[config.mk]
export PLATFORM = sky130hd
export DESIGN_NAME = btr_regs
export DESIGN_NICKNAME = d
export VERILOG_FILES = /design/src/sv/btr_pkg.sv /design/src/sv/btr_regs.sv
export SDC_FILE = /design/constraint.sdc
export NUM_CORES = 1
export LEC_CHECK = 0
export ABC_CLOCK_PERIOD_IN_PS = 1600
export BUFFER_PORTS_ARGS = -buffer_cell sky130_fd_sc_hd__buf_2
export CORE_UTILIZATION = 30
export DETAILED_ROUTE_END_ITERATION = 10
export HOLD_SLACK_MARGIN = 0.15
export PLACE_DENSITY_LB_ADDON = 0.25
export SLEW_MARGIN = 20
export SYNTH_ARGS = -nofsm -noshare
export SYNTH_HDL_FRONTEND = slang
export SYNTH_SLANG_ARGS = --single-unit
[constraint.sdc]
create_clock -name aclk -period 1.6 [get_ports aclk]
set_input_delay 0.08 -clock aclk [delete_from_list [all_inputs] [get_ports aclk]]
set_output_delay 0.08 -clock aclk [all_outputs]
set_load 0.005 [all_outputs]
[src/sv/btr_pkg.sv]
// Shared types, constants and codes of the barycentric triangle rasterizer.
// Used by every module of the block; depends on nothing.
package btr_pkg;

    localparam int MAX_WIDTH_DEF  = 256;
    localparam int MAX_HEIGHT_DEF = 256;
    localparam int MAX_BOX_DEF    = 8;
    localparam int SIZE_LIMIT     = 10;

    localparam int CRD_W  = 13;   // signed pixel coordinate
    localparam int PX_W   = 12;   // clipped pixel coordinate
    localparam int CO_W   = 17;   // edge coefficient
    localparam int EDGE_W = 36;   // edge value
    localparam int WGT_W  = 17;   // barycentric weight, unsigned Q1.16 up to 1.0
    localparam int MUL_A  = 18;
    localparam int MUL_B  = 34;
    localparam int ACC_W  = 52;
    localparam int STEP_W = 5;

    localparam logic signed [31:0] FAR_DEPTH  = -32'sd655360000;
    localparam logic [7:0]         ALPHA_BYTE = 8'hFF;

    localparam logic [STEP_W-1:0] SETUP_LAST = 5'd6;
    localparam logic [STEP_W-1:0] DIV_LAST   = 5'd17;
    localparam logic [STEP_W-1:0] MAC_LAST   = 5'd3;
    localparam logic [STEP_W-1:0] AMB_STEP   = 5'd4;
    localparam logic [STEP_W-1:0] COLOR_LAST = 5'd5;
    localparam logic [1:0]        LANE_LAST  = 2'd2;

    localparam logic [1:0] REG_SCREEN_WIDTH  = 2'd0;
    localparam logic [1:0] REG_SCREEN_HEIGHT = 2'd1;
    localparam logic [1:0] REG_DEPTH_TEST    = 2'd2;
    localparam logic [1:0] REG_AMBIENCE      = 2'd3;

    typedef enum logic [3:0] {
        ST_CLEAR, ST_IDLE, ST_CHECK, ST_SETUP, ST_DSUM, ST_NORM, ST_PIX,
        ST_DIV, ST_ZMUL, ST_DRD, ST_DCHK, ST_COLOR, ST_EMIT, ST_MARK
    } state_t;

    typedef enum logic [3:0] {
        OP_CLEAR, OP_LOAD, OP_CHECK, OP_SETUP, OP_DSUM, OP_NORM, OP_PIX,
        OP_DIV, OP_ZMUL, OP_DRD, OP_DCHK, OP_COLOR, OP_EMIT, OP_MARK
    } op_t;

    typedef struct packed {
        op_t               op;
        logic [STEP_W-1:0] step;
        logic [1:0]        lane;
    } cmd_t;

    typedef struct packed {
        logic clr_last;
        logic reject;
        logic d_zero;
        logic covered;
        logic out_free;
        logic last_pix;
    } status_t;

    typedef struct packed {
        logic [8:0] screen_width;
        logic [8:0] screen_height;
        logic       depth_test_enable;
        logic [8:0] ambience;
    } cfg_t;

endpackage

[src/sv/btr_regs.sv]
// Configuration registers of the rasterizer behind an APB-style port.
// Depends on btr_pkg.
module btr_regs (
    input  logic                aclk,
    input  logic                aresetn,
    input  logic                psel,
    input  logic                penable,
    input  logic                pwrite,
    input  logic [3:0]          paddr,
    input  logic [31:0]         pwdata,
    output logic [31:0]         prdata,
    output logic                pready,
    output btr_pkg::cfg_t       cfg
);
    btr_pkg::cfg_t cfg_reg;
    logic          wr_en;

    assign pready = 1'b1;
    assign wr_en  = psel && penable && pwrite && pready;
    assign cfg    = cfg_reg;

    always_ff @(posedge aclk) begin
        if (!aresetn) begin
            cfg_reg.screen_width      <= 9'd256;
            cfg_reg.screen_height     <= 9'd256;
            cfg_reg.depth_test_enable <= 1'b1;
            cfg_reg.ambience          <= 9'd256;
        end else if (wr_en) begin
            unique case (paddr[3:2])
                btr_pkg::REG_SCREEN_WIDTH:  cfg_reg.screen_width      <= pwdata[8:0];
                btr_pkg::REG_SCREEN_HEIGHT: cfg_reg.screen_height     <= pwdata[8:0];
                btr_pkg::REG_DEPTH_TEST:    cfg_reg.depth_test_enable <= pwdata[0];
                btr_pkg::REG_AMBIENCE:      cfg_reg.ambience          <= pwdata[8:0];
            endcase
        end
    end

    always_comb begin
        unique case (paddr[3:2])
            btr_pkg::REG_SCREEN_WIDTH:  prdata = {23'd0, cfg_reg.screen_width};
            btr_pkg::REG_SCREEN_HEIGHT: prdata = {23'd0, cfg_reg.screen_height};
            btr_pkg::REG_DEPTH_TEST:    prdata = {31'd0, cfg_reg.depth_test_enable};
            btr_pkg::REG_AMBIENCE:      prdata = {23'd0, cfg_reg.ambience};
        endcase
    end

endmodule

==> results.cfg, run 1 <==
[logic_synthesis]
synth-edff-count = 0
ys_seq_area_frac = 0.3855
async_reset_ff_frac = 0
synth_cell_types = 19
yosys-top-cells-count = nand2_1, mux2i_1, dfxtp_1
syn-instance-count = 161
synthTopCellsByArea = dfxtp_1, mux2i_1, buf_4, nand2_1, o21ai_0
yosys_warnings = 0
synth_most_common_cell = nand2_1
synth_seq_cells = 28
synth_top_area_frac = 0.3855
avgSynthCellArea_um2 = 9.030
netlist_area_mm2 = 0.001454
yosysTopAreaCell = dfxtp_1
synth_ff_type = dfxtp_1

[placed_design]
postPlaceCellArea_mm2 = 0.001675
io_buffers = 52
dp.cells = 259
dp_hpwl_mm = 2.307
gp_congestion = 0.7759

[pwr]
max-vdd-ir-drop_mv = 0.3232
power.leakage_nw = 0.9097
power_frac_clock = 0.394
p_comb_frac = 0.108
power_frac_seq = 0.498
internal-power_mw = 1.109
p_switching_mw = 0.3219
swShare = 0.2249
p_per_area_mw_per_mm2 = 774.9

[clock_tree]
insertion_delay_ns = 0.27
cts_tree = yes
cts_resized = 0
path_clk_slew_ns = 0.10
clock_sinks = 28
clk_path_buf_depth = 2
cts_buffers = 3
htreeDepth = 1
ctsRootBufferMaster = clkbuf_8

[route]
vias = 1192
postRouteAntennaNets = 0
first_pass_iters = 3
drc = 0
vias_per_cell = 4.366
routed_wl_mm = 3.400
wl_per_cell_um = 12.45
drtIter0Drc = 21

[worst_setup_path]
crit_fanout = 3
cpPeakStageDelay_ns = 0.45
critPathSlowestCell = mux4_2
crit_type = reg2out
startpoint_type = flip-flop
required_ns = 1.52
path_cells = mux4_2, buf_2
cp-end-kind = primary output
worst_ep_arrival_time_ns = 1.20

[sta]
rsz0062_at_grt = false
skew_ns = 0
setup_viol = 0
slew_violations = 0
fmax_mhz = 783.6
max_slew_margin = 0.5859
hold_viol = 0
min_period_ns = 1.276
worst_pin_slew_ns = 0.6211
fin_tns_setup_ns = 0
hold-worst-slack_ns = 0.2253
finalCritPeriodShare = 0.7976

[global_routing]
grt_max_degree = 30
overflow = 0
grt_pass1_vias = 1041
grt_pass1_wl_mm = 5.154
antenna_found_initial = 0
grtUsageTotal = 0.1313

[die]
die_h_um = 71.62
pin_count = 102
start_util = 0.3228
core_mm2 = 0.004504
die_x_um = 71.62
die_area_mm2 = 0.005129
rows = 24

[run_status]
status = completed

[final_layout]
largest_register_ffs = 28
num-nets-final = 263
antenna_cells = 0
area_growth_pct = 27.02
drive_above_1_share = 0.2941
fin_cells = 273
stdcell_area_mm2 = 0.001847

[min_path]
hold_path.class = in2reg

[flow_run]
maxCapViolations = 0
-- per-stage QoR --
step | utilization | power (mW) | setup WS, ns
6_report | 0.4100 | 1.431 | 0.3238
5_1_grt | 0.4100 | 1.486 | 0.2216
4_1_cts | 0.4100 | 1.439 | 0.3172
3_5_place_dp | 0.3719 | 0.8649 | 0.2430
3_3_place_gp | 0.3719 | 0.8642 | 0.2676
2_1_floorplan | - | 0.8517 | 0.6319
-- cell type report --
class                   count  area, µm²
clock buffers               3      41.29
fillers                   463       2658
inverters                   1      3.754
multi-input cells         121      748.2
well taps                  52      65.06
flip-flops and latches     28      560.5
repair buffers             67      397.9
clock inverters             1      30.03
-- worst max-delay path: cells and delay by family (launching register included) --
family	cells	cell delay [ns]
muxes	1	0.45
DFF	1	0.34
buffers and inverters	1	0.14
-- cells in the final DEF, fill, tap and decap left out --
master	count
or3b_1	1
buf_4	5
nor2_4	1
o21ai_0	9
nand2b_1	1
nand2_1	41
dlygate4sd3_1	10
nor3_2	1
bufinv_16	1
mux4_2	1
clkbuf_8	3
conb_1	24
nor2b_1	4
inv_1	1
o311ai_0	1
mux2i_1	35
dfxtp_1	28
and2_1	1
buf_2	52
nand3_2	1
-- layer usage --
layer  wire length [µm]  GRT usage  vias up
met2               1587     0.2159       41
met3                154    0.02532        2
li1                   -          -      604
met1               1636     0.1722      545
met5                  0          0        -
met4                 21    0.04575        0
-- power by group through the flow --
stage,clock [mW],combinational [mW],sequential (mW)
CTS,0.571,0.155,0.713
finish,0.564,0.154,0.713
global placement,0,0.135,0.729
detailed placement,0,0.136,0.729
global route,0.600,0.171,0.714
floorplan,0,0.123,0.729
-- path summary, 6_finish.rpt --
path,startpoint,endpoint,slack [ns],cells past startpoint
worst max-delay path,cfg[0],prdata[0],0.32,2
worst min-delay path,penable,cfg[9],0.23,3
worst max register to register,cfg[9],cfg[9],0.93,2
worst min register to register,cfg[7],cfg[7],0.48,2
-- logic make-up after synthesis --
family,after synthesis,share of synthesized area
buffers and inverters,34,0.1601
other,2,0.005165
and+or+nand+nor,51,0.1558
AOI/OAI and AO/OA,10,0.03700
DFF,28,0.3855
muxes,36,0.2565
-- repair_timing --
item,CTS,global route
buffers inserted,0,0
hold buffers,10,0
hold endpoints to repair,28,0
(Power assumes the default switching activity.)
==> inputs of run 2 (changes only) <==
--- a/config.mk
+++ b/config.mk
@@ -5,7 +5,7 @@
 export SDC_FILE = /design/constraint.sdc
 export NUM_CORES = 1
 export LEC_CHECK = 0
-export ABC_CLOCK_PERIOD_IN_PS = 1600
+export ABC_CLOCK_PERIOD_IN_PS = 1100
 export BUFFER_PORTS_ARGS = -buffer_cell sky130_fd_sc_hd__buf_2
 export CORE_UTILIZATION = 30
 export DETAILED_ROUTE_END_ITERATION = 10
==> constraint.sdc (replaced) <==
create_clock -name aclk -period 1.1 [get_ports aclk]
set_input_delay 0.055 -clock aclk [delete_from_list [all_inputs] [get_ports aclk]]
set_output_delay 0.055 -clock aclk [all_outputs]
set_load 0.005 [all_outputs]
==> run 2 against run 1 <==
Net effect:
- the run now ends with setup timing left
- worst hold slack worse by 0.075 ns
- clock skew stayed put
- via count is 0.84% higher
- combinational power is 55% higher
- worst setup slack worse by 0.47 ns
- critical path depth stayed put
- register-to-register slack worse by 0.50 ns
- final area is 4.7% higher
- critical path type unchanged
==> results.cfg, run 2 (same netlist as run 1, synthesis figures left out) <==
[pwr]
power_frac_seq = 0.492
internal-power_mw = 1.628
power_frac_clock = 0.395
p_per_area_mw_per_mm2 = 1091
swShare = 0.2280
power_mw = 2.109
p_comb_frac = 0.113
power.leakage_nw = 0.9575
p_switching_mw = 0.4808
max-vdd-ir-drop_mv = 0.5991

[clock_tree]
ctsRootBufferMaster = clkbuf_8
clk_path_buf_depth = 2
insertion_delay_ns = 0.28
cts_tree = yes
htreeDepth = 1
path_clk_slew_ns = 0.09
clock_sinks = 28
cts_buffers = 3

[final_layout]
area_growth_pct = 32.96
layout_common_cells = buf_2, nand2_1, mux2i_1
fin_cells = 280
antenna_cells = 0
largest_register_ffs = 28
final_common_cell = buf_2
num-nets-final = 270
drive_above_1_share = 0.4035
fin_util = 0.4292

[placed_design]
dp_hpwl_mm = 2.359
dp.cells = 265
io_buffers = 52
gp_congestion = 0.7159

[route]
wl_per_cell_um = 12.13
drtIter0Drc = 55
vias_per_cell = 4.293
vias = 1202
postRouteAntennaNets = 0
routed_wl_mm = 3.395
first_pass_iters = 4
drc = 0

[global_routing]
grt_pass1_vias = 1084
grt_max_degree = 34
overflow = 0
antenna_found_initial = 0
grtUsageTotal = 0.1362
grt_pass1_wl_mm = 5.326

[worst_setup_path]
cp-end-kind = primary output
crit_fanout = 2
required_ns = 1.04
worst_ep_arrival_time_ns = 1.19
crit_type = reg2out
startpoint_type = flip-flop

[run_status]
violations = setup timing
status = complete, but fails checks

[die]
rows = 24
core_mm2 = 0.004504
die_h_um = 71.62
start_util = 0.3228
die_x_um = 71.62
pin_count = 102
die_area_mm2 = 0.005129

[sta]
timing.final.ws_setup_ns = -0.1476
setup_viol = 1
finalCritPeriodShare = 1.134
rsz0062_at_grt = true
skew_ns = 0
hold_viol = 0
slew_violations = 0
min_period_ns = 1.248
fin_tns_setup_ns = -0.1476
fmax_mhz = 801.6

[min_path]
hold_path.class = in2reg

[flow_run]
maxCapViolations = 0
## run 2: cell count changes in the layout (fill, tap and decap cells not counted)
cell	before	now
dlygate4sd3_1	10	9
buf_12	0	1
buf_4	5	12
and2_2	0	1
o21ai_1	0	6
and2_1	1	0
o21ai_0	9	3
dfxtp_1	28	10
dfxtp_2	0	18
## run 2: cell type report
type,instances,area (µm²)
Sequential cell,28,583.1
Fill cell,455,2571
Clock inverter,1,30.03
Clock buffer,3,41.29
Timing Repair Buffer,74,460.4
Inverter,1,3.754
Multi-Input combinational cell,121,749.5
Tap cell,52,65.06
## run 2: stage by stage
stage | area, µm² | setup WS (ns) | hold WS [ns]
6_report | 1933 | -0.1476 | 0.1500
5_1_grt | 1933 | -0.1899 | 0.1928
4_1_cts | 1913 | -0.1575 | 0.1521
3_5_place_dp | 1733 | 0.005641 | 0.3465
3_3_place_gp | 1733 | 0.008557 | 0.3417
2_1_floorplan | 1536 | 0.1569 | 0.2354
## run 2: path summary, 6_finish.rpt
path	start	end	slack, ns	cells after the start
worst max-delay path	cfg[0]	prdata[0]	-0.15	2
worst min-delay path	aresetn	cfg[8]	0.15	3
worst max register to register	cfg[10]	cfg[10]	0.43	3
worst min register to register	cfg[19]	cfg[19]	0.47	2
## run 2: critical path, stage by stage (launching register included)
cell     delay, ns
dfxtp_2       0.33
mux4_2        0.44
buf_2         0.14
## run 2: power by group through the flow
stage | Sequential (mW) | Combinational, mW | Clock [mW]
after floorplan | 1.06 | 0.179 | 0
after global placement | 1.06 | 0.212 | 0
after detailed placement | 1.06 | 0.212 | 0
after CTS | 1.04 | 0.239 | 0.860
after global routing | 1.04 | 0.265 | 0.903
final | 1.04 | 0.239 | 0.834
## run 2: per-layer routing
layer / part of all wire / global-route usage / wire [µm]
met4: 0.013 / 0.05882 / 43
met3: 0.044 / 0.01828 / 151
met2: 0.47 / 0.2180 / 1606
met1: 0.47 / 0.1835 / 1593
met5: 0 / 0 / 0
## run 2: timing repair
item / CTS / global route
hold buffers: 9 / 0
setup endpoints to repair: 4 / 9
endpoints found under the hold margin: 28 / 0
resized for setup: 6 / 19
buffers inserted: 2 / 0
