### src/sv/btr_pkg.sv
// Shared types, constants and codes of the barycentric triangle rasterizer.
// Used by every module of the block; depends on nothing.
package btr_pkg;

    localparam int MAX_WIDTH_DEF  = 256;
    localparam int MAX_HEIGHT_DEF = 256;
    localparam int MAX_BOX_DEF    = 8;
    localparam int SIZE_LIMIT     = 10;

    localparam int CRD_W  = 13;   // signed pixel coordinate
    localparam int PX_W   = 12;   // clipped pixel coordinate
    localparam int CO_W   = 17;   // edge coefficient
    localparam int EDGE_W = 36;   // edge value
    localparam int WGT_W  = 17;   // barycentric weight, unsigned Q1.16 up to 1.0
    localparam int MUL_A  = 18;
    localparam int MUL_B  = 34;
    localparam int ACC_W  = 52;
    localparam int STEP_W = 5;

    localparam logic signed [31:0] FAR_DEPTH  = -32'sd655360000;
    localparam logic [7:0]         ALPHA_BYTE = 8'hFF;

    localparam logic [STEP_W-1:0] SETUP_LAST = 5'd6;
    localparam logic [STEP_W-1:0] DIV_LAST   = 5'd17;
    localparam logic [STEP_W-1:0] MAC_LAST   = 5'd3;
    localparam logic [STEP_W-1:0] AMB_STEP   = 5'd4;
    localparam logic [STEP_W-1:0] COLOR_LAST = 5'd5;
    localparam logic [1:0]        LANE_LAST  = 2'd2;

    localparam logic [1:0] REG_SCREEN_WIDTH  = 2'd0;
    localparam logic [1:0] REG_SCREEN_HEIGHT = 2'd1;
    localparam logic [1:0] REG_DEPTH_TEST    = 2'd2;
    localparam logic [1:0] REG_AMBIENCE      = 2'd3;

    typedef enum logic [3:0] {
        ST_CLEAR, ST_IDLE, ST_CHECK, ST_SETUP, ST_DSUM, ST_NORM, ST_PIX,
        ST_DIV, ST_ZMUL, ST_DRD, ST_DCHK, ST_COLOR, ST_EMIT, ST_MARK
    } state_t;

    typedef enum logic [3:0] {
        OP_CLEAR, OP_LOAD, OP_CHECK, OP_SETUP, OP_DSUM, OP_NORM, OP_PIX,
        OP_DIV, OP_ZMUL, OP_DRD, OP_DCHK, OP_COLOR, OP_EMIT, OP_MARK
    } op_t;

    typedef struct packed {
        op_t               op;
        logic [STEP_W-1:0] step;
        logic [1:0]        lane;
    } cmd_t;

    typedef struct packed {
        logic clr_last;
        logic reject;
        logic d_zero;
        logic covered;
        logic out_free;
        logic last_pix;
    } status_t;

    typedef struct packed {
        logic [8:0] screen_width;
        logic [8:0] screen_height;
        logic       depth_test_enable;
        logic [8:0] ambience;
    } cfg_t;

endpackage

### src/sv/btr_ctrl.sv
// Controller state machine of the rasterizer: sequences clear sweep, setup,
// per-pixel division, depth and colour steps. Depends on btr_pkg.
module btr_ctrl (
    input  logic                 aclk,
    input  logic                 aresetn,
    input  logic                 s_valid,
    input  logic                 s_command,
    output logic                 s_ready,
    input  btr_pkg::status_t     status,
    output btr_pkg::cmd_t        cmd
);
    btr_pkg::state_t                state_reg, state_next;
    logic [btr_pkg::STEP_W-1:0]     step_reg, step_next;
    logic [1:0]                     lane_reg, lane_next;
    logic                           clr_cmd_reg, clr_cmd_next;

    always_ff @(posedge aclk) begin
        if (!aresetn) begin
            state_reg   <= btr_pkg::ST_CLEAR;
            step_reg    <= '0;
            lane_reg    <= '0;
            clr_cmd_reg <= 1'b0;
        end else begin
            state_reg   <= state_next;
            step_reg    <= step_next;
            lane_reg    <= lane_next;
            clr_cmd_reg <= clr_cmd_next;
        end
    end

    always_comb begin
        state_next   = state_reg;
        step_next    = step_reg + 5'd1;
        lane_next    = lane_reg;
        clr_cmd_next = clr_cmd_reg;
        unique case (state_reg)
            btr_pkg::ST_CLEAR: begin
                if (status.clr_last) begin
                    state_next = clr_cmd_reg ? btr_pkg::ST_MARK : btr_pkg::ST_IDLE;
                end
            end
            btr_pkg::ST_IDLE: begin
                if (s_valid) begin
                    state_next   = s_command ? btr_pkg::ST_CLEAR : btr_pkg::ST_CHECK;
                    clr_cmd_next = s_command;
                end
            end
            btr_pkg::ST_CHECK: begin
                state_next = status.reject ? btr_pkg::ST_MARK : btr_pkg::ST_SETUP;
                step_next  = '0;
            end
            btr_pkg::ST_SETUP: begin
                if (step_reg == btr_pkg::SETUP_LAST) begin
                    state_next = btr_pkg::ST_DSUM;
                end
            end
            btr_pkg::ST_DSUM: state_next = btr_pkg::ST_NORM;
            btr_pkg::ST_NORM: begin
                state_next = status.d_zero ? btr_pkg::ST_MARK : btr_pkg::ST_PIX;
            end
            btr_pkg::ST_PIX: begin
                state_next = status.covered ? btr_pkg::ST_DIV : btr_pkg::ST_EMIT;
                step_next  = '0;
                lane_next  = '0;
            end
            btr_pkg::ST_DIV: begin
                if (step_reg == btr_pkg::DIV_LAST) begin
                    step_next = '0;
                    lane_next = lane_reg + 2'd1;
                    if (lane_reg == btr_pkg::LANE_LAST) begin
                        state_next = btr_pkg::ST_ZMUL;
                    end
                end
            end
            btr_pkg::ST_ZMUL: begin
                if (step_reg == btr_pkg::MAC_LAST) begin
                    state_next = btr_pkg::ST_DRD;
                end
            end
            btr_pkg::ST_DRD: state_next = btr_pkg::ST_DCHK;
            btr_pkg::ST_DCHK: begin
                state_next = btr_pkg::ST_COLOR;
                step_next  = '0;
                lane_next  = '0;
            end
            btr_pkg::ST_COLOR: begin
                if (step_reg == btr_pkg::COLOR_LAST) begin
                    step_next = '0;
                    lane_next = lane_reg + 2'd1;
                    if (lane_reg == btr_pkg::LANE_LAST) begin
                        state_next = btr_pkg::ST_EMIT;
                    end
                end
            end
            btr_pkg::ST_EMIT: begin
                if (status.out_free) begin
                    state_next = status.last_pix ? btr_pkg::ST_IDLE : btr_pkg::ST_PIX;
                end
            end
            btr_pkg::ST_MARK: begin
                if (status.out_free) begin
                    state_next = btr_pkg::ST_IDLE;
                end
            end
            default: state_next = btr_pkg::ST_IDLE;
        endcase
    end

    always_comb begin
        s_ready  = 1'b0;
        cmd.step = step_reg;
        cmd.lane = lane_reg;
        unique case (state_reg)
            btr_pkg::ST_CLEAR: cmd.op = btr_pkg::OP_CLEAR;
            btr_pkg::ST_IDLE: begin
                cmd.op  = btr_pkg::OP_LOAD;
                s_ready = 1'b1;
            end
            btr_pkg::ST_CHECK: cmd.op = btr_pkg::OP_CHECK;
            btr_pkg::ST_SETUP: cmd.op = btr_pkg::OP_SETUP;
            btr_pkg::ST_DSUM:  cmd.op = btr_pkg::OP_DSUM;
            btr_pkg::ST_NORM:  cmd.op = btr_pkg::OP_NORM;
            btr_pkg::ST_PIX:   cmd.op = btr_pkg::OP_PIX;
            btr_pkg::ST_DIV:   cmd.op = btr_pkg::OP_DIV;
            btr_pkg::ST_ZMUL:  cmd.op = btr_pkg::OP_ZMUL;
            btr_pkg::ST_DRD:   cmd.op = btr_pkg::OP_DRD;
            btr_pkg::ST_DCHK:  cmd.op = btr_pkg::OP_DCHK;
            btr_pkg::ST_COLOR: cmd.op = btr_pkg::OP_COLOR;
            btr_pkg::ST_EMIT:  cmd.op = btr_pkg::OP_EMIT;
            btr_pkg::ST_MARK:  cmd.op = btr_pkg::OP_MARK;
            default:           cmd.op = btr_pkg::OP_LOAD;
        endcase
    end

endmodule

### config.mk
export PLATFORM = sky130hd
export DESIGN_NAME = btr_ctrl
export DESIGN_NICKNAME = d
export VERILOG_FILES = /design/src/sv/btr_pkg.sv /design/src/sv/btr_ctrl.sv
export SDC_FILE = /design/constraint.sdc
export NUM_CORES = 1
export LEC_CHECK = 0
export ABC_AREA = 1
export CORE_MARGIN = 2
export CORE_UTILIZATION = 30
export CTS_BUF_LIST = sky130_fd_sc_hd__clkbuf_4 sky130_fd_sc_hd__clkbuf_8
export CTS_CLUSTER_SIZE = 12
export DETAILED_ROUTE_END_ITERATION = 10
export DONT_BUFFER_PORTS = 1
export GPL_TIMING_DRIVEN = 0
export PLACE_DENSITY_LB_ADDON = 0.3
export SLEW_MARGIN = 15
export SYNTH_ARGS = -nofsm -noshare
export SYNTH_HDL_FRONTEND = slang
export SYNTH_SLANG_ARGS = --single-unit
### constraint.sdc
create_clock -name aclk -period 1.45 [get_ports aclk]
set_input_delay 0.0725 -clock aclk [delete_from_list [all_inputs] [get_ports aclk]]
set_output_delay 0.0725 -clock aclk [all_outputs]
set_load 0.03 [all_outputs]
==> impl_metrics.xml, run 1 <==
<?xml version="1.0" encoding="UTF-8"?>
<metrics>
  <group name="status">
    <metric name="outcome" unit="">finished, final reports clean</metric>
  </group>
  <group name="synthesis">
    <metric name="synthCells" unit="">159</metric>
    <metric name="synth_enable_flop_cells" unit="">0</metric>
    <metric name="synth-warning-count" unit="">0</metric>
    <metric name="post_synthesis_cell_area" unit="um^2">960</metric>
    <metric name="yosysSeqAreaShare" unit="%">25.0</metric>
    <metric name="avgSynthCellArea" unit="um^2">6.04</metric>
    <metric name="share_of_flip_flops_with_an_asynchronous_set_or_reset_after_synthesis" unit="%">0</metric>
    <metric name="synth.net_count" unit="">173</metric>
    <metric name="ys.flop_type" unit="">sky130_fd_sc_hd__dfxtp_1</metric>
    <metric name="post_synth_num_cell_types" unit="">22</metric>
    <metric name="yosys_register_bits" unit="">12</metric>
  </group>
  <group name="routing">
    <metric name="detail_route.drc_violations" unit="">0</metric>
    <metric name="route.detailed.wl_per_inst" unit="um">11.7</metric>
    <metric name="iteration_0_drc_count_of_the_detailed_router" unit="">46</metric>
    <metric name="routed_wl" unit="um">2460</metric>
    <metric name="vias" unit="">953</metric>
    <metric name="detail-route-antenna-nets" unit="">0</metric>
    <metric name="drt_pass1_iterations" unit="">5</metric>
    <metric name="detail_route.vias_per_cell" unit="">4.54</metric>
  </group>
  <group name="worst_setup_path">
    <metric name="reg2reg_depth" unit="">12</metric>
    <metric name="end_kind" unit="">flip-flop</metric>
    <metric name="cell_by_cell_trace_of_the_critical_path" unit="">inv_2, ha_4, inv_2, nor2_1, nand2_1, nand2_1, nand3_2, nor2_4, nand2_4, nand2_2, nand2_1, nor2_1</metric>
    <metric name="criticalPathCategory" unit="">flip-flop to flip-flop</metric>
    <metric name="timing.rr.start" unit="">step_reg[0]$_SDFF_PN0_</metric>
    <metric name="crit_family" unit="">simple AND/OR/NAND/NOR gates</metric>
    <metric name="cp_data_arrival_time" unit="ns">1.66</metric>
    <metric name="critPathMaxStageDelay" unit="ns">0.41</metric>
    <metric name="crit_path_start" unit="">step_reg[0]$_SDFF_PN0_</metric>
    <metric name="start_kind" unit="">flip-flop</metric>
    <metric name="worst_setup_path_endpoint" unit="">state_reg[3]$_SDFFE_PN0P_</metric>
    <metric name="critical_path_cell_count" unit="">12</metric>
    <metric name="required" unit="ns">1.67</metric>
    <metric name="ff2ff_setup_slack" unit="ns">0.01</metric>
    <metric name="reg2reg_to" unit="">state_reg[3]$_SDFFE_PN0P_</metric>
    <metric name="worst_path_max_delay_cell" unit="">sky130_fd_sc_hd__dfxtp_4</metric>
    <metric name="critical_path.n_buffers_inverters" unit="">2</metric>
    <metric name="critical_path.max_fanout" unit="">6</metric>
    <metric name="worst_path_most_repeated_cell" unit="">sky130_fd_sc_hd__nand2_1</metric>
  </group>
  <group name="timing">
    <metric name="final_hold_viol_count" unit="">0</metric>
    <metric name="tightestPinTransition" unit="ns">0.656</metric>
    <metric name="rsz0062_at_grt" unit="">yes</metric>
    <metric name="finalMaxSlewViolations" unit="">0</metric>
    <metric name="min_period" unit="ns">1.44</metric>
    <metric name="fmaxAchievable" unit="MHz">694</metric>
    <metric name="relSlewSlack" unit="%">56.4</metric>
    <metric name="clk_skew" unit="ns">0.00633</metric>
    <metric name="finalSetupViolCount" unit="">0</metric>
    <metric name="post_route_clock_period_utilization" unit="%">99.3</metric>
  </group>
  <group name="cts">
    <metric name="cts_tree" unit="">yes</metric>
    <metric name="cts_clk_pin_slew_worst_paths" unit="ns">0.09</metric>
    <metric name="htree_num_levels" unit="">1</metric>
    <metric name="deepest_clock_path_buffer_count" unit="">2</metric>
    <metric name="clock_sink_count" unit="">12</metric>
    <metric name="clock-root-buffer" unit="">sky130_fd_sc_hd__clkbuf_4</metric>
    <metric name="clk_latency" unit="ns">0.28</metric>
    <metric name="cts_made_buffers" unit="">3</metric>
  </group>
  <group name="floorplanning">
    <metric name="std_cell_rows" unit="">20</metric>
    <metric name="die_height" unit="um">60.6</metric>
    <metric name="design.core.area" unit="mm^2">0.00305</metric>
    <metric name="dieArea" unit="mm^2">0.00367</metric>
    <metric name="chipWidth" unit="um">60.6</metric>
    <metric name="pin_count" unit="">22</metric>
    <metric name="floorplan.initialDensity" unit="%">31.4</metric>
  </group>
  <group name="placed_design">
    <metric name="post_dp_cell_area" unit="mm^2">0.00102</metric>
    <metric name="io_buffer_count" unit="">0</metric>
    <metric name="final_replace_weighted_congestion" unit="">0.913</metric>
    <metric name="dpl.hpwl" unit="um">1880</metric>
    <metric name="dpl.cell_count" unit="">203</metric>
  </group>
  <group name="cells_and_area">
    <metric name="largest_register_ffs" unit="">5</metric>
    <metric name="nets" unit="">181</metric>
    <metric name="fill_cells" unit="">340</metric>
    <metric name="final_cells" unit="">210</metric>
    <metric name="multi_input_area" unit="um^2">681</metric>
    <metric name="area_growth_syn_to_layout" unit="%">19.7</metric>
    <metric name="share_of_layout_cells_above_drive_strength_1" unit="%">31.9</metric>
    <metric name="most-common-layout-cells" unit="">sky130_fd_sc_hd__nand2_1 (36), sky130_fd_sc_hd__nor2_1 (22), sky130_fd_sc_hd__nand3_1 (15)</metric>
    <metric name="register_cell_area_after_layout" unit="um^2">260</metric>
    <metric name="mostFrequentLayoutCell" unit="">sky130_fd_sc_hd__nand2_1</metric>
    <metric name="post-route-cell-area" unit="mm^2">0.00115</metric>
    <metric name="antenna_cells_inserted" unit="">0</metric>
  </group>
  <group name="global_route">
    <metric name="globalRoute.totalOverflow" unit="">0</metric>
    <metric name="maximum_number_of_pins_on_one_net_before_global_route_repair" unit="">10</metric>
    <metric name="grt_pass1_vias" unit="">888</metric>
    <metric name="grt_antenna_before_repair" unit="">0</metric>
    <metric name="grt_first_pass_wirelength" unit="um">3970</metric>
    <metric name="grt_use_total" unit="%">14.5</metric>
  </group>
  <group name="pwr">
    <metric name="pwr-share-seq" unit="%">30.4</metric>
    <metric name="power_frac_comb" unit="%">56.0</metric>
    <metric name="intPower" unit="mW">0.970</metric>
    <metric name="switching_power" unit="mW">1.10</metric>
    <metric name="p_sw_share" unit="%">53.2</metric>
    <metric name="static-leakage-power" unit="nW">0.532</metric>
    <metric name="vdd_drop_max" unit="mV">0.610</metric>
    <metric name="clkPwrFrac" unit="%">13.5</metric>
    <metric name="power-per-cell-area" unit="mW/mm^2">1800</metric>
  </group>
  <group name="run">
    <metric name="drv_cap" unit="">0</metric>
  </group>
  <group name="hold_path">
    <metric name="hp-class" unit="">primary input to flip-flop</metric>
  </group>
</metrics>
through the flow:
stage / util (%) / setup WS (ns) / TNS, ns / hold slack (ns) / total power, mW
finish: 37.6 / 0.0100 / 0 / 0.0452 / 2.07
floorplan: - / 0.0140 / 0 / 0.193 / 1.46
CTS: 36.3 / -0.0513 / -0.114 / 0.0540 / 2.00
detailed placement: 33.4 / -0.142 / -0.539 / 0.199 / 1.65
global route: 37.6 / -0.110 / -0.408 / 0.0598 / 2.25
global placement: 33.4 / -0.130 / -0.294 / 0.197 / 1.62
routing by layer:
metal  global-route usage (%)  routed length [um]  share of wire (%)  vias to the layer above
met4                     7.14                  39                1.6                        0
met3                     3.20                 157                6.4                        4
met2                     23.3                1170                 47                       24
met5                        0                   0                  0                        -
li1                         -                   -                  -                      507
met1                     18.4                1100                 44                      418
kinds of logic after synthesis:
kind of cell	share of synthesized area (%)
AO/OA/AOI/OAI	6.26
XOR/XNOR	2.74
adder cells (fa/ha/maj)	5.22
buffers and inverters	9.00
flip-flops	25.0
AND/OR/NAND/NOR	51.8
worst min-delay path by stage:
stage | slack [ns] | end | cells past startpoint | startpoint
CTS | 0.05 | step_reg[1]$_SDFF_PN0_ | 2 | aresetn
detailed placement | 0.20 | state_reg[0]$_SDFFE_PN0P_ | 2 | aresetn
finish | 0.05 | step_reg[1]$_SDFF_PN0_ | 2 | aresetn
global placement | 0.20 | state_reg[0]$_SDFFE_PN0P_ | 2 | aresetn
floorplan | 0.19 | state_reg[3]$_SDFFE_PN0P_ | 2 | aresetn
global route | 0.06 | step_reg[1]$_SDFF_PN0_ | 2 | aresetn
synthesized netlist by cell type, types with 2 or more instances:
master | instances | area [um^2]
sky130_fd_sc_hd__nand2_1 | 39 | 146
sky130_fd_sc_hd__nor2_1 | 30 | 113
sky130_fd_sc_hd__inv_1 | 16 | 60.1
sky130_fd_sc_hd__nand3_1 | 15 | 75.1
sky130_fd_sc_hd__dfxtp_1 | 12 | 240
sky130_fd_sc_hd__nand2_2 | 7 | 43.8
sky130_fd_sc_hd__nor2_2 | 6 | 37.5
sky130_fd_sc_hd__a21oi_1 | 5 | 25.0
sky130_fd_sc_hd__inv_2 | 5 | 18.8
sky130_fd_sc_hd__ha_1 | 4 | 50.1
sky130_fd_sc_hd__o21ai_0 | 4 | 20.0
sky130_fd_sc_hd__o21ai_1 | 3 | 15.0
sky130_fd_sc_hd__nand2_4 | 2 | 22.5
sky130_fd_sc_hd__nor2_4 | 2 | 22.5
sky130_fd_sc_hd__xor2_1 | 2 | 17.5
power by group through the flow:
stage / registers [mW] / logic (mW) / clock network (mW)
after floorplan: 0.579 / 0.882 / 0
after global placement: 0.603 / 1.02 / 0
after detailed placement: 0.608 / 1.04 / 0
after CTS: 0.614 / 1.10 / 0.287
after global routing: 0.646 / 1.30 / 0.304
final: 0.630 / 1.16 / 0.280
area by class of cell:
| cell class | instances | area share [%] |
|---|---|---|
| clock buffer | 4 | 3.16 |
| sequential | 12 | 22.7 |
| inverter | 21 | 6.86 |
| tap | 44 | 4.79 |
| multi-input combinational | 125 | 59.3 |
| buffer | 1 | 0.654 |
| timing repair buffer | 3 | 2.61 |
repair_timing:
item / 4_1_cts / 5_1_grt
endpoints found under the setup margin: 13 / 15
pin swaps: 3 / 3
hold buffers: 3 / 0
resized for setup: 10 / 17
setup buffers: 0 / 0
hold endpoints to repair: 7 / 0
Power figures use the tool's default switching activity.
==> run 2, diff against run 1 <==
CORE_ASPECT_RATIO = 0.6   (was not set)
SLEW_MARGIN = 20   (was 15)
==> impl_metrics.xml, run 2 (synthesized netlist as in run 1, its figures left out) <==
<?xml version="1.0" encoding="UTF-8"?>
<metrics>
  <group name="floorplanning">
    <metric name="dieArea" unit="mm^2">0.00368</metric>
    <metric name="std_cell_rows" unit="">15</metric>
    <metric name="die_height" unit="um">47.8</metric>
    <metric name="design.core.area" unit="mm^2">0.00297</metric>
    <metric name="pin_count" unit="">22</metric>
    <metric name="floorplan.initialDensity" unit="%">32.4</metric>
    <metric name="chipWidth" unit="um">77.0</metric>
  </group>
  <group name="cells_and_area">
    <metric name="largest_register_ffs" unit="">5</metric>
    <metric name="area_growth_syn_to_layout" unit="%">21.0</metric>
    <metric name="share_of_layout_cells_above_drive_strength_1" unit="%">29.1</metric>
    <metric name="antenna_cells_inserted" unit="">0</metric>
    <metric name="nets" unit="">181</metric>
    <metric name="mostFrequentLayoutCell" unit="">sky130_fd_sc_hd__nand2_1</metric>
    <metric name="most-common-layout-cells" unit="">sky130_fd_sc_hd__nand2_1 (37), sky130_fd_sc_hd__nor2_1 (25), sky130_fd_sc_hd__nand3_1 (15)</metric>
    <metric name="final_util" unit="%">39.2</metric>
  </group>
  <group name="placed_design">
    <metric name="dpl.hpwl" unit="um">1940</metric>
    <metric name="final_replace_weighted_congestion" unit="">0.949</metric>
    <metric name="place_worst_setup_slack" unit="ns">-0.175</metric>
    <metric name="io_buffer_count" unit="">0</metric>
  </group>
  <group name="global_route">
    <metric name="grt_first_pass_wirelength" unit="um">3920</metric>
    <metric name="grt_antenna_before_repair" unit="">0</metric>
    <metric name="grt_pass1_vias" unit="">822</metric>
    <metric name="maximum_number_of_pins_on_one_net_before_global_route_repair" unit="">10</metric>
    <metric name="grt_use_total" unit="%">14.2</metric>
    <metric name="globalRoute.totalOverflow" unit="">0</metric>
  </group>
  <group name="cts">
    <metric name="deepest_clock_path_buffer_count" unit="">2</metric>
    <metric name="clk_latency" unit="ns">0.24</metric>
    <metric name="clock_sink_count" unit="">12</metric>
    <metric name="htree_num_levels" unit="">1</metric>
    <metric name="cts_made_buffers" unit="">3</metric>
    <metric name="post-cts-setup-buffer-count" unit="">0</metric>
    <metric name="cts_clk_pin_slew_worst_paths" unit="ns">0.05</metric>
    <metric name="cts_tree" unit="">yes</metric>
    <metric name="clock-root-buffer" unit="">sky130_fd_sc_hd__clkbuf_8</metric>
  </group>
  <group name="worst_setup_path">
    <metric name="critical_path.max_fanout" unit="">6</metric>
    <metric name="required" unit="ns">1.59</metric>
    <metric name="cp_data_arrival_time" unit="ns">1.59</metric>
    <metric name="start_kind" unit="">flip-flop</metric>
    <metric name="criticalPathCategory" unit="">flip-flop to flip-flop</metric>
    <metric name="end_kind" unit="">flip-flop</metric>
  </group>
  <group name="hold_path">
    <metric name="hp-class" unit="">primary input to flip-flop</metric>
  </group>
  <group name="status">
    <metric name="outcome" unit="">finished, final reports clean</metric>
  </group>
  <group name="routing">
    <metric name="vias" unit="">982</metric>
    <metric name="routed_wl" unit="um">2530</metric>
    <metric name="detail-route-antenna-nets" unit="">0</metric>
    <metric name="iteration_0_drc_count_of_the_detailed_router" unit="">71</metric>
    <metric name="detail_route.vias_per_cell" unit="">4.74</metric>
    <metric name="route.detailed.wl_per_inst" unit="um">12.2</metric>
    <metric name="detail_route.drc_violations" unit="">0</metric>
    <metric name="drt_pass1_iterations" unit="">4</metric>
  </group>
  <group name="pwr">
    <metric name="vdd_drop_max" unit="mV">0.746</metric>
    <metric name="power-per-cell-area" unit="mW/mm^2">1840</metric>
    <metric name="static-leakage-power" unit="nW">0.537</metric>
  </group>
  <group name="timing">
    <metric name="min_period" unit="ns">1.45</metric>
    <metric name="finalSetupViolCount" unit="">0</metric>
    <metric name="finalMaxSlewViolations" unit="">0</metric>
    <metric name="final_hold_viol_count" unit="">0</metric>
    <metric name="clk_skew" unit="ns">0.00338</metric>
    <metric name="fmaxAchievable" unit="MHz">690</metric>
    <metric name="post_route_clock_period_utilization" unit="%">99.9</metric>
    <metric name="layout_setup_ws" unit="ns">0.00126</metric>
    <metric name="tightestPinTransition" unit="ns">0.650</metric>
    <metric name="relSlewSlack" unit="%">56.8</metric>
    <metric name="setup_tns" unit="ns">0</metric>
    <metric name="rsz0062_at_grt" unit="">yes</metric>
  </group>
  <group name="run">
    <metric name="drv_cap" unit="">0</metric>
  </group>
</metrics>
## run 2: worst max-delay path: stages (launching register included)
cell and delay [ns]:
sky130_fd_sc_hd__dfxtp_4 0.40, sky130_fd_sc_hd__inv_4 0.07, sky130_fd_sc_hd__ha_4 0.12, sky130_fd_sc_hd__inv_2 0.03, sky130_fd_sc_hd__nor2_1 0.07, sky130_fd_sc_hd__nand2_1 0.06, sky130_fd_sc_hd__nand2_1 0.08, sky130_fd_sc_hd__nand3_2 0.08
sky130_fd_sc_hd__nor2_4 0.15, sky130_fd_sc_hd__nand2_4 0.11, sky130_fd_sc_hd__nor2_2 0.13, sky130_fd_sc_hd__nor2_2 0.05
## run 2: area by class of cell
cell class / count / area, um^2
fillers: 334 / 1800
multi-input cells: 125 / 686
flip-flops and latches: 12 / 260
inverters: 21 / 83.8
well taps: 42 / 52.6
clock buffers: 3 / 41.3
repair buffers: 3 / 30.0
plain buffers: 1 / 7.51
## run 2: repair_timing
item	4_1_cts	5_1_grt
endpoints found under the hold margin	7	0
gates resized for setup	9	20
hold buffers	3	0
cloned	0	0
endpoints found under the setup margin	12	12
pin swaps	0	1
## run 2: report_power, final
group          total (mW)  internal, mW  switching (mW)
clock network       0.313         0.184           0.130
registers           0.632         0.435           0.197
logic                1.19         0.385           0.809
total                2.14          1.00            1.14
## run 2: per-stage QoR
step	power (mW)	instances	hold WS [ns]	instance area [um^2]
after floorplan	1.46	159	0.193	965
after global placement	1.64	201	0.196	1020
after detailed placement	1.66	201	0.201	1020
after CTS	2.02	207	0.00457	1110
after global routing	2.33	207	0.0169	1160
final	2.14	207	0.0120	1160
## run 2: final timing paths
path	end	startpoint	slack, ns	cells past startpoint
worst min-delay path	clr_cmd_reg$_SDFFE_PN0P_	s_valid	0.01	3
worst max register to register	state_reg[2]$_SDFFE_PN0P_	step_reg[0]$_SDFF_PN0_	0.001	11
worst max-delay path	state_reg[2]$_SDFFE_PN0P_	step_reg[0]$_SDFF_PN0_	0.001	11
worst min register to register	clr_cmd_reg$_SDFFE_PN0P_	clr_cmd_reg$_SDFFE_PN0P_	0.48	2
## run 2: per-layer routing
layer	share of wire (%)	up-vias	track usage [%]
met2	41	36	19.5
met1	46	435	20.9
li1	-	509	-
met4	0.28	0	2.86
met3	12	2	5.47
met5	0	-	0
==> run 3, diff against run 2 <==
--- a/config.mk
+++ b/config.mk
@@ -7,5 +7,4 @@
 export LEC_CHECK = 0
 export ABC_AREA = 1
-export CORE_ASPECT_RATIO = 0.6
 export CORE_MARGIN = 2
 export CORE_UTILIZATION = 30
==> constraint.sdc (replaced) <==
create_clock -name aclk -period 1.45 [get_ports aclk]
set_input_delay 0.0725 -clock aclk [delete_from_list [all_inputs] [get_ports aclk]]
set_output_delay 0.0725 -clock aclk [all_outputs]
set_load 0.01 [all_outputs]
==> impl_metrics.xml, run 3 (synthesized netlist as in run 1, its figures left out) <==
<?xml version="1.0" encoding="UTF-8"?>
<metrics>
  <group name="status">
    <metric name="outcome" unit="">finished, final reports clean</metric>
  </group>
  <group name="floorplanning">
    <metric name="die_height" unit="um">60.6</metric>
    <metric name="chipWidth" unit="um">60.6</metric>
    <metric name="pin_count" unit="">22</metric>
    <metric name="floorplan.initialDensity" unit="%">31.4</metric>
    <metric name="std_cell_rows" unit="">20</metric>
    <metric name="design.core.area" unit="mm^2">0.00305</metric>
    <metric name="dieArea" unit="mm^2">0.00367</metric>
  </group>
  <group name="routing">
    <metric name="detail-route-antenna-nets" unit="">0</metric>
    <metric name="routed_wl" unit="um">2360</metric>
    <metric name="vias" unit="">973</metric>
    <metric name="route.detailed.wl_per_inst" unit="um">11.2</metric>
    <metric name="detail_route.drc_violations" unit="">0</metric>
    <metric name="drt_pass1_iterations" unit="">4</metric>
    <metric name="detail_route.vias_per_cell" unit="">4.61</metric>
    <metric name="iteration_0_drc_count_of_the_detailed_router" unit="">21</metric>
  </group>
  <group name="worst_setup_path">
    <metric name="cp_data_arrival_time" unit="ns">1.66</metric>
    <metric name="start_kind" unit="">flip-flop</metric>
    <metric name="worst_path_max_delay_cell" unit="">sky130_fd_sc_hd__dfxtp_4</metric>
    <metric name="critical_path.max_fanout" unit="">6</metric>
    <metric name="critPathMaxStageDelay" unit="ns">0.38</metric>
    <metric name="criticalPathCategory" unit="">flip-flop to flip-flop</metric>
    <metric name="end_kind" unit="">flip-flop</metric>
    <metric name="cell_by_cell_trace_of_the_critical_path" unit="">inv_2, ha_4, inv_2, nor2_2, nand2_1, nand2_1, nand3_2, nor2_4, nand2_4, nand2_2, nand2_2, nor2_2</metric>
    <metric name="required" unit="ns">1.68</metric>
  </group>
  <group name="timing">
    <metric name="rsz0062_at_grt" unit="">yes</metric>
    <metric name="tightestPinTransition" unit="ns">0.311</metric>
    <metric name="fmaxAchievable" unit="MHz">697</metric>
    <metric name="final_hold_viol_count" unit="">0</metric>
    <metric name="min_period" unit="ns">1.43</metric>
    <metric name="finalMaxSlewViolations" unit="">0</metric>
    <metric name="setup_tns" unit="ns">0</metric>
    <metric name="relSlewSlack" unit="%">79.2</metric>
    <metric name="post_route_clock_period_utilization" unit="%">98.9</metric>
    <metric name="finalSetupViolCount" unit="">0</metric>
    <metric name="worst_hold_slack_across_all_endpoints" unit="ns">0.0336</metric>
    <metric name="clk_skew" unit="ns">0.00182</metric>
  </group>
  <group name="global_route">
    <metric name="grt_use_total" unit="%">13.5</metric>
    <metric name="grt_first_pass_wirelength" unit="um">3660</metric>
    <metric name="maximum_number_of_pins_on_one_net_before_global_route_repair" unit="">10</metric>
    <metric name="globalRoute.totalOverflow" unit="">0</metric>
    <metric name="grt_antenna_before_repair" unit="">0</metric>
    <metric name="grt_pass1_vias" unit="">826</metric>
  </group>
  <group name="pwr">
    <metric name="vdd_drop_max" unit="mV">0.459</metric>
    <metric name="power-per-cell-area" unit="mW/mm^2">1740</metric>
    <metric name="power" unit="mW">2.03</metric>
    <metric name="static-leakage-power" unit="nW">0.539</metric>
  </group>
  <group name="cells_and_area">
    <metric name="nets" unit="">182</metric>
    <metric name="antenna_cells_inserted" unit="">0</metric>
    <metric name="fill_cells" unit="">342</metric>
    <metric name="post-route-cell-area" unit="mm^2">0.00117</metric>
    <metric name="share_of_layout_cells_above_drive_strength_1" unit="%">29.9</metric>
    <metric name="most-common-layout-cells" unit="">sky130_fd_sc_hd__nand2_1 (35), sky130_fd_sc_hd__nor2_1 (22), sky130_fd_sc_hd__nand3_1 (15)</metric>
    <metric name="largest_register_ffs" unit="">5</metric>
    <metric name="mostFrequentLayoutCell" unit="">sky130_fd_sc_hd__nand2_1</metric>
    <metric name="area_growth_syn_to_layout" unit="%">21.8</metric>
    <metric name="final_util" unit="%">38.3</metric>
  </group>
  <group name="cts">
    <metric name="cts_clk_pin_slew_worst_paths" unit="ns">0.09</metric>
    <metric name="cts_made_buffers" unit="">3</metric>
    <metric name="clk_latency" unit="ns">0.28</metric>
    <metric name="cts_tree" unit="">yes</metric>
    <metric name="deepest_clock_path_buffer_count" unit="">2</metric>
    <metric name="clock-root-buffer" unit="">sky130_fd_sc_hd__clkbuf_4</metric>
    <metric name="htree_num_levels" unit="">1</metric>
    <metric name="clock_sink_count" unit="">12</metric>
  </group>
  <group name="placed_design">
    <metric name="io_buffer_count" unit="">0</metric>
    <metric name="post_dp_cell_area" unit="mm^2">0.00101</metric>
    <metric name="dpl.hpwl" unit="um">1850</metric>
    <metric name="final_replace_weighted_congestion" unit="">0.913</metric>
  </group>
  <group name="hold_path">
    <metric name="hp-class" unit="">primary input to flip-flop</metric>
  </group>
  <group name="run">
    <metric name="drv_cap" unit="">0</metric>
  </group>
</metrics>
## run 3: changes by cell type in the layout (fill, tap and decap cells not counted), sizes merged
cell    delta
clkbuf     +1
buf        +1
## run 3: power breakdown
part / internal (mW) / switching, mW
Sequential: 0.435 / 0.147
Combinational: 0.436 / 0.732
Clock: 0.153 / 0.131
Total: 1.02 / 1.01
## run 3: final timing paths
path	cells after the start	endpoint	startpoint	slack (ns)
worst max-delay path	12	state_reg[1]$_SDFFE_PN0P_	step_reg[0]$_SDFF_PN0_	0.02
worst min-delay path	2	step_reg[1]$_SDFF_PN0_	aresetn	0.03
worst max register to register	12	state_reg[1]$_SDFFE_PN0P_	step_reg[0]$_SDFF_PN0_	0.02
worst min register to register	2	clr_cmd_reg$_SDFFE_PN0P_	clr_cmd_reg$_SDFFE_PN0P_	0.47
## run 3: routing by layer
| layer | up-vias | routed length, um | share of wire, % | track usage [%] |
|---|---|---|---|---|
| met3 | 4 | 164 | 6.9 | 4.26 |
| met4 | 0 | 38 | 1.6 | 6.52 |
| met5 | - | 0 | 0 | 0 |
| li1 | 512 | - | - | - |
| met1 | 431 | 1080 | 46 | 17.2 |
| met2 | 26 | 1080 | 46 | 20.7 |
## run 3: layout make-up
class,count,area [um^2],area share [%]
multi-input cells,125,696,59.5
clock buffers,4,36.3,3.10
plain buffers,1,7.51,0.642
inverters,21,81.3,6.96
repair buffers,4,37.5,3.21
well taps,44,55.1,4.71
flip-flops and latches,12,255,21.8
## run 3: repair_timing
action	CTS	global route
endpoints found under the hold margin	7	0
setup buffers	0	1
pin swaps	0	9
hold buffers	3	0
resized for setup	4	26
setup endpoints to repair	3	10
## run 3: metrics by stage
| stage | setup WS, ns | cells |
|---|---|---|
| floorplan | 0.101 | 159 |
| global placement | -0.0511 | 203 |
| detailed placement | -0.0671 | 203 |
| CTS | 0.0128 | 210 |
| global route | -0.0939 | 211 |
| finish | 0.0163 | 211 |
## run 3: critical path, delay by kind of cell (launching register included)
kind	cells	cell delay, ns
AND/OR/NAND/NOR	9	0.79
flip-flops	1	0.38
adder cells (fa/ha/maj)	1	0.11
buffers and inverters	2	0.10
